===== src/design/pid_pkg.sv =====
package pid_pkg;

  // operation codes of an input transaction
  localparam logic OP_COMPUTE = 1'b0;
  localparam logic OP_LOAD    = 1'b1;

  // configuration register indexes
  localparam int unsigned CFG_IDX_W = 3;
  localparam logic [CFG_IDX_W-1:0] REG_PERIOD     = 3'd0;
  localparam logic [CFG_IDX_W-1:0] REG_PROP_GAIN  = 3'd1;
  localparam logic [CFG_IDX_W-1:0] REG_INT_GAIN   = 3'd2;
  localparam logic [CFG_IDX_W-1:0] REG_DERIV_GAIN = 3'd3;
  localparam logic [CFG_IDX_W-1:0] REG_INT_LIMIT  = 3'd4;
  localparam logic [CFG_IDX_W-1:0] REG_OUT_LIMIT  = 3'd5;

  localparam logic [30:0] PERIOD_RESET = 31'd65536;

  localparam logic signed [31:0] Q_MAX = 32'sh7fff_ffff;
  localparam logic signed [31:0] Q_MIN = 32'sh8000_0000;

  typedef struct packed {
    logic               operation;
    logic signed [31:0] setpoint;
    logic signed [31:0] measured;
    logic signed [31:0] integral_load;
  } in_t;

  typedef struct packed {
    logic signed [31:0] drive;
    logic signed [31:0] integral_value;
  } out_t;

  // saturate a 34 bit sum to the q16.16 range
  function automatic logic signed [31:0] sat34(input logic signed [33:0] v);
    logic signed [31:0] r;
    if (!v[33] && (v[32:31] != 2'b00)) begin
      r = Q_MAX;
    end else if (v[33] && (v[32:31] != 2'b11)) begin
      r = Q_MIN;
    end else begin
      r = v[31:0];
    end
    return r;
  endfunction

  // q16.16 product: floor of product >> 16, saturated
  function automatic logic signed [31:0] qsat(input logic signed [63:0] p);
    logic signed [31:0] r;
    if ((&p[63:47]) || !(|p[63:47])) begin
      r = p[47:16];
    end else if (p[63]) begin
      r = Q_MIN;
    end else begin
      r = Q_MAX;
    end
    return r;
  endfunction

  // symmetric clamp, zero limit disables
  function automatic logic signed [31:0] clampsym(input logic signed [31:0] v,
                                                  input logic [30:0] lim);
    logic signed [31:0] hi;
    logic signed [31:0] lo;
    logic signed [31:0] r;
    hi = $signed({1'b0, lim});
    lo = -hi;
    if (lim == '0) begin
      r = v;
    end else if (v > hi) begin
      r = hi;
    end else if (v < lo) begin
      r = lo;
    end else begin
      r = v;
    end
    return r;
  endfunction

endpackage


===== src/design/pid_div.sv =====
module pid_div import pid_pkg::*; (
  input  logic               clk,
  input  logic               rst_n,
  input  logic               start,
  input  logic signed [63:0] dividend,
  input  logic        [30:0] divisor,
  output logic               done,
  output logic signed [31:0] quotient
);

  logic        busy_r;
  logic        done_r;
  logic [4:0]  cnt_r;
  logic [63:0] num_r;
  logic [30:0] rem_r;
  logic [30:0] dsr_r;
  logic        neg_r;
  logic        zero_r;

  logic [31:0] t1;
  logic [31:0] t2;
  logic        ge1;
  logic        ge2;
  logic [30:0] r1;
  logic [30:0] r2;
  logic [63:0] mag;

  // two restoring steps per cycle
  always_comb begin
    t1  = {rem_r, num_r[63]};
    ge1 = (t1 >= {1'b0, dsr_r});
    r1  = ge1 ? 31'(t1 - {1'b0, dsr_r}) : t1[30:0];
    t2  = {r1, num_r[62]};
    ge2 = (t2 >= {1'b0, dsr_r});
    r2  = ge2 ? 31'(t2 - {1'b0, dsr_r}) : t2[30:0];
  end

  assign mag = dividend[63] ? 64'(-dividend) : 64'(dividend);

  // sequencing of the division
  always_ff @(posedge clk) begin
    if (!rst_n) begin
      busy_r <= 1'b0;
      done_r <= 1'b0;
      cnt_r  <= '0;
    end else begin
      done_r <= 1'b0;
      if (start) begin
        busy_r <= 1'b1;
        cnt_r  <= '0;
      end else if (busy_r) begin
        cnt_r <= cnt_r + 5'd1;
        if (cnt_r == 5'd31) begin
          busy_r <= 1'b0;
          done_r <= 1'b1;
        end
      end
    end
  end

  // datapath registers
  always_ff @(posedge clk) begin
    if (start) begin
      num_r  <= mag;
      rem_r  <= '0;
      dsr_r  <= divisor;
      neg_r  <= dividend[63];
      zero_r <= (divisor == '0);
    end else if (busy_r) begin
      num_r <= {num_r[61:0], ge1, ge2};
      rem_r <= r2;
    end
  end

  // sign and saturation of the quotient magnitude; a zero divisor gives zero
  always_comb begin
    if (zero_r) begin
      quotient = '0;
    end else if (neg_r) begin
      if ((|num_r[63:32]) || (num_r[31] && (|num_r[30:0]))) begin
        quotient = Q_MIN;
      end else begin
        quotient = -$signed(num_r[31:0]);
      end
    end else if (|num_r[63:31]) begin
      quotient = Q_MAX;
    end else begin
      quotient = $signed(num_r[31:0]);
    end
  end

  assign done = done_r;

endmodule


===== config.mk =====
export PLATFORM = sky130hd
export DESIGN_NAME = pid_div
export DESIGN_NICKNAME = d
export VERILOG_FILES = /design/src/design/pid_pkg.sv /design/src/design/pid_div.sv
export SDC_FILE = /design/constraint.sdc
export NUM_CORES = 1
export LEC_CHECK = 0
export BUFFER_PORTS_ARGS = -buffer_cell sky130_fd_sc_hd__clkbuf_2
export CAP_MARGIN = 20
export CORE_MARGIN = 2
export CORE_UTILIZATION = 35
export DETAILED_ROUTE_END_ITERATION = 10
export HOLD_SLACK_MARGIN = 0.15
export SLEW_MARGIN = 20
export SYNTH_ARGS = -nofsm -noshare
export SYNTH_HDL_FRONTEND = slang
export SYNTH_SLANG_ARGS = --single-unit

===== constraint.sdc =====
create_clock -name clk -period 10 [get_ports clk]
set_clock_uncertainty 0.05 [all_clocks]
set_input_delay 2 -clock clk [delete_from_list [all_inputs] [get_ports clk]]
set_output_delay 2 -clock clk [all_outputs]
set_load 0.05 [all_outputs]

==> results.toml <==
[floorplanning]
die_y_um = 182
ios = 131
die_width_um = 182
initial_core_util_pct = 35.4
fp.coreArea_um2 = 31500
die_area_um2 = 33300
core.rowCount = 65

[routing]
drtIter0Drc = 718
vias = 10500
route.detailed.drc = 0
dr.pass1.iters = 5
postRouteAntennaNets = 0
wirelength_um = 32100
wl_per_cell_um = 17.2
avgViaCountPerCell = 5.64

[clock_tree]
clk_path_buf_depth = 2
numCtsBuffers = 17
ctsResizeCount = 0
clkTransAtPathRegs_ns = 0.06
post_cts_buffers = 0
clk_latency_ns = 0.43
cts_hold_buf = 0
cts_tree = "built"
clock_sinks = 135
cts-root-buf = "clkbuf_16"
h-tree-depth = 4

[layout]
layout_common_cells = "nor2_1, a21oi_1, clkbuf_2, nand2_1, edfxtp_1"
layout_commonest_cell = "nor2_1"
syn_to_final_growth_pct = 13.9
nNetsFinal = 1619
postLayoutCoreUtil_pct = 40.3
antenna_cells = 0
drive_above_1_share_pct = 13.4

[synthesis]
ys_types = 74
syn_area_um2 = 11100
seq_area_frac_synth_pct = 33.0
synth_edf_count = 97
async_reset_ff_share_pct = 0
yosys_warnings = 0
syn_area_per_cell_um2 = 8.18
synth_nets = 1527
ys_seq_elements = 135
synthCells = 1361
synth-main-ff-cell = "edfxtp_1"

[setup_path]
crit_arrival_ns = 8.39
end_kind = "flip-flop"
start_kind = "flip-flop"
path_class = "reg2reg"
reg2reg_from = "dsr_r[7]"
crit_fanout = 39
required_ns = 10.21
critPathLaunch = "dsr_r[7]"

[grt]
grt_overflow = 0
grt_max_degree = 112
grt_pass1_wl_um = 51300
grt_pass1_vias = 9809
grtUsageTotal_pct = 19.2
antenna_found_initial = 0

[timing]
min_period_over_period_pct = 81.8
hold_viol = 0
setup_viol = 0
finalMaxSlewViolations = 0
max_freq_mhz = 122
worst_pin_slew_ns = 1.11
rsz0062_at_grt = "no"
slew_headroom_pct = 26.2
period_needed_ns = 8.18
setup-tns-final_ns = 0

[placement]
place_congestion = 0.888
place_hpwl_um = 24200
port_buffers = 130

[pwr]
p_leak_uw = 0.00504
vdd_ir_drop_max_v = 0.000159
p_per_area_nw_per_um2 = 240

[hold_path]
min_from = "rem_r[30]"
hold_path.class = "reg2reg"

[flow_run]
max-cap-violations = 0

[status]
status = "finished clean"
-- critical path, stage by stage (launching register included) --
cell	delay, ns
edfxtp_1	0.35
inv_1	0.08
ha_1	0.29
a2111oi_0	0.64
o21ai_0	0.36
a31oi_1	0.29
o21bai_1	0.21
a221o_1	0.44
a21oi_4	0.77
o21ai_0	0.31
ha_1	0.43
a21o_1	0.21
a21o_1	0.18
a221oi_1	0.39
o21ai_0	0.23
or4b_2	0.70
a32oi_1	0.65
nand2_1	0.83
o31ai_1	0.49
a311oi_1	0.09
-- stage by stage --
step | hold slack [ns] | total power [µW] | setup slack [ns] | cells | instance area, µm²
6_report | 0.437 | 3050 | 1.82 | 1867 | 12700
5_1_grt | 0.449 | 3270 | 1.30 | 1867 | 12700
4_1_cts | 0.437 | 3030 | 1.94 | 1867 | 12700
3_5_place_dp | 0.427 | 2410 | 1.98 | 1836 | 12100
3_3_place_gp | 0.417 | 2400 | 2.14 | 1836 | 12100
2_1_floorplan | 0.394 | 2010 | 3.32 | 1361 | 11100
-- power breakdown --
part | leakage (µW) | switching (µW) | internal, µW
registers | 0.00126 | 79.2 | 699
clock network | 0.000265 | 249 | 364
logic | 0.00351 | 1020 | 631
total | 0.00504 | 1350 | 1690
-- final timing paths --
| check | end | slack [ns] | cells past startpoint |
|---|---|---|---|
| hold reg to reg | rem_r[30] | 0.44 | 2 |
| setup reg to reg | rem_r[29] | 1.82 | 19 |
| hold / removal | rem_r[30] | 0.44 | 2 |
| setup / recovery | rem_r[29] | 1.82 | 19 |
-- metal layers --
layer / global-route usage, % / vias to the layer above / routed length [µm]
li1: - / 5245 / -
met1: 25.8 / 4944 / 14700
met2: 31.5 / 286 / 15000
met3: 2.63 / 51 / 1540
met4: 7.19 / 0 / 917
met5: 0 / - / 0
-- cell usage after synthesis (all sizes together) (6+ instances only) --
cell,n,share of area (%)
ha,66,7.4
nor3,29,1.3
buf,9,0.39
dfxtp,38,6.8
clkbuf,55,1.9
o211ai,6,0.40
a311oi,32,2.5
a211oi,15,1.0
o21ai,94,4.2
inv,61,2.1
edfxtp,97,26
o41ai,14,1.5
o22ai,11,0.62
xnor2,36,2.8
nor4,22,1.2
a21o,24,1.6
xor2,75,5.9
or2,7,0.39
nand2b,10,0.56
o31ai,21,1.5
a21oi,162,7.3
and2,6,0.34
mux2i,12,1.1
o21bai,10,0.67
a31oi,12,0.67
nand2,127,4.3
or3,13,0.78
nand4,16,0.90
nor2b,6,0.34
o21a,7,0.47
nand3,17,0.76
or4,18,1.3
nor2,172,5.8
-- cell type report --
cell class	count	area, µm²
fillers	3146	18800
multi-input cells	1100	7000
flip-flops and latches	135	3670
repair buffers	137	709
well taps	402	503
clock buffers	19	433
inverters	62	233
clock inverters	12	131
-- state kept, by name (all words and copies together) (netlist names) --
name    count
dsr_r      31
done        1
cnt_r       5
neg_r       1
num_r      64
zero_r      1
busy_r      1
rem_r      31
-- logic make-up after synthesis --
group / count (synthesis) / synth area share [%]
flip-flops: 135 / 33.0
multiplexers: 16 / 1.48
buffers and inverters: 126 / 4.34
AO/OA/AOI/OAI: 440 / 25.0
XOR/XNOR: 111 / 8.73
AND/OR/NAND/NOR: 465 / 19.7
adder cells (fa/ha/maj): 68 / 7.78
(Power assumes the default switching activity.)
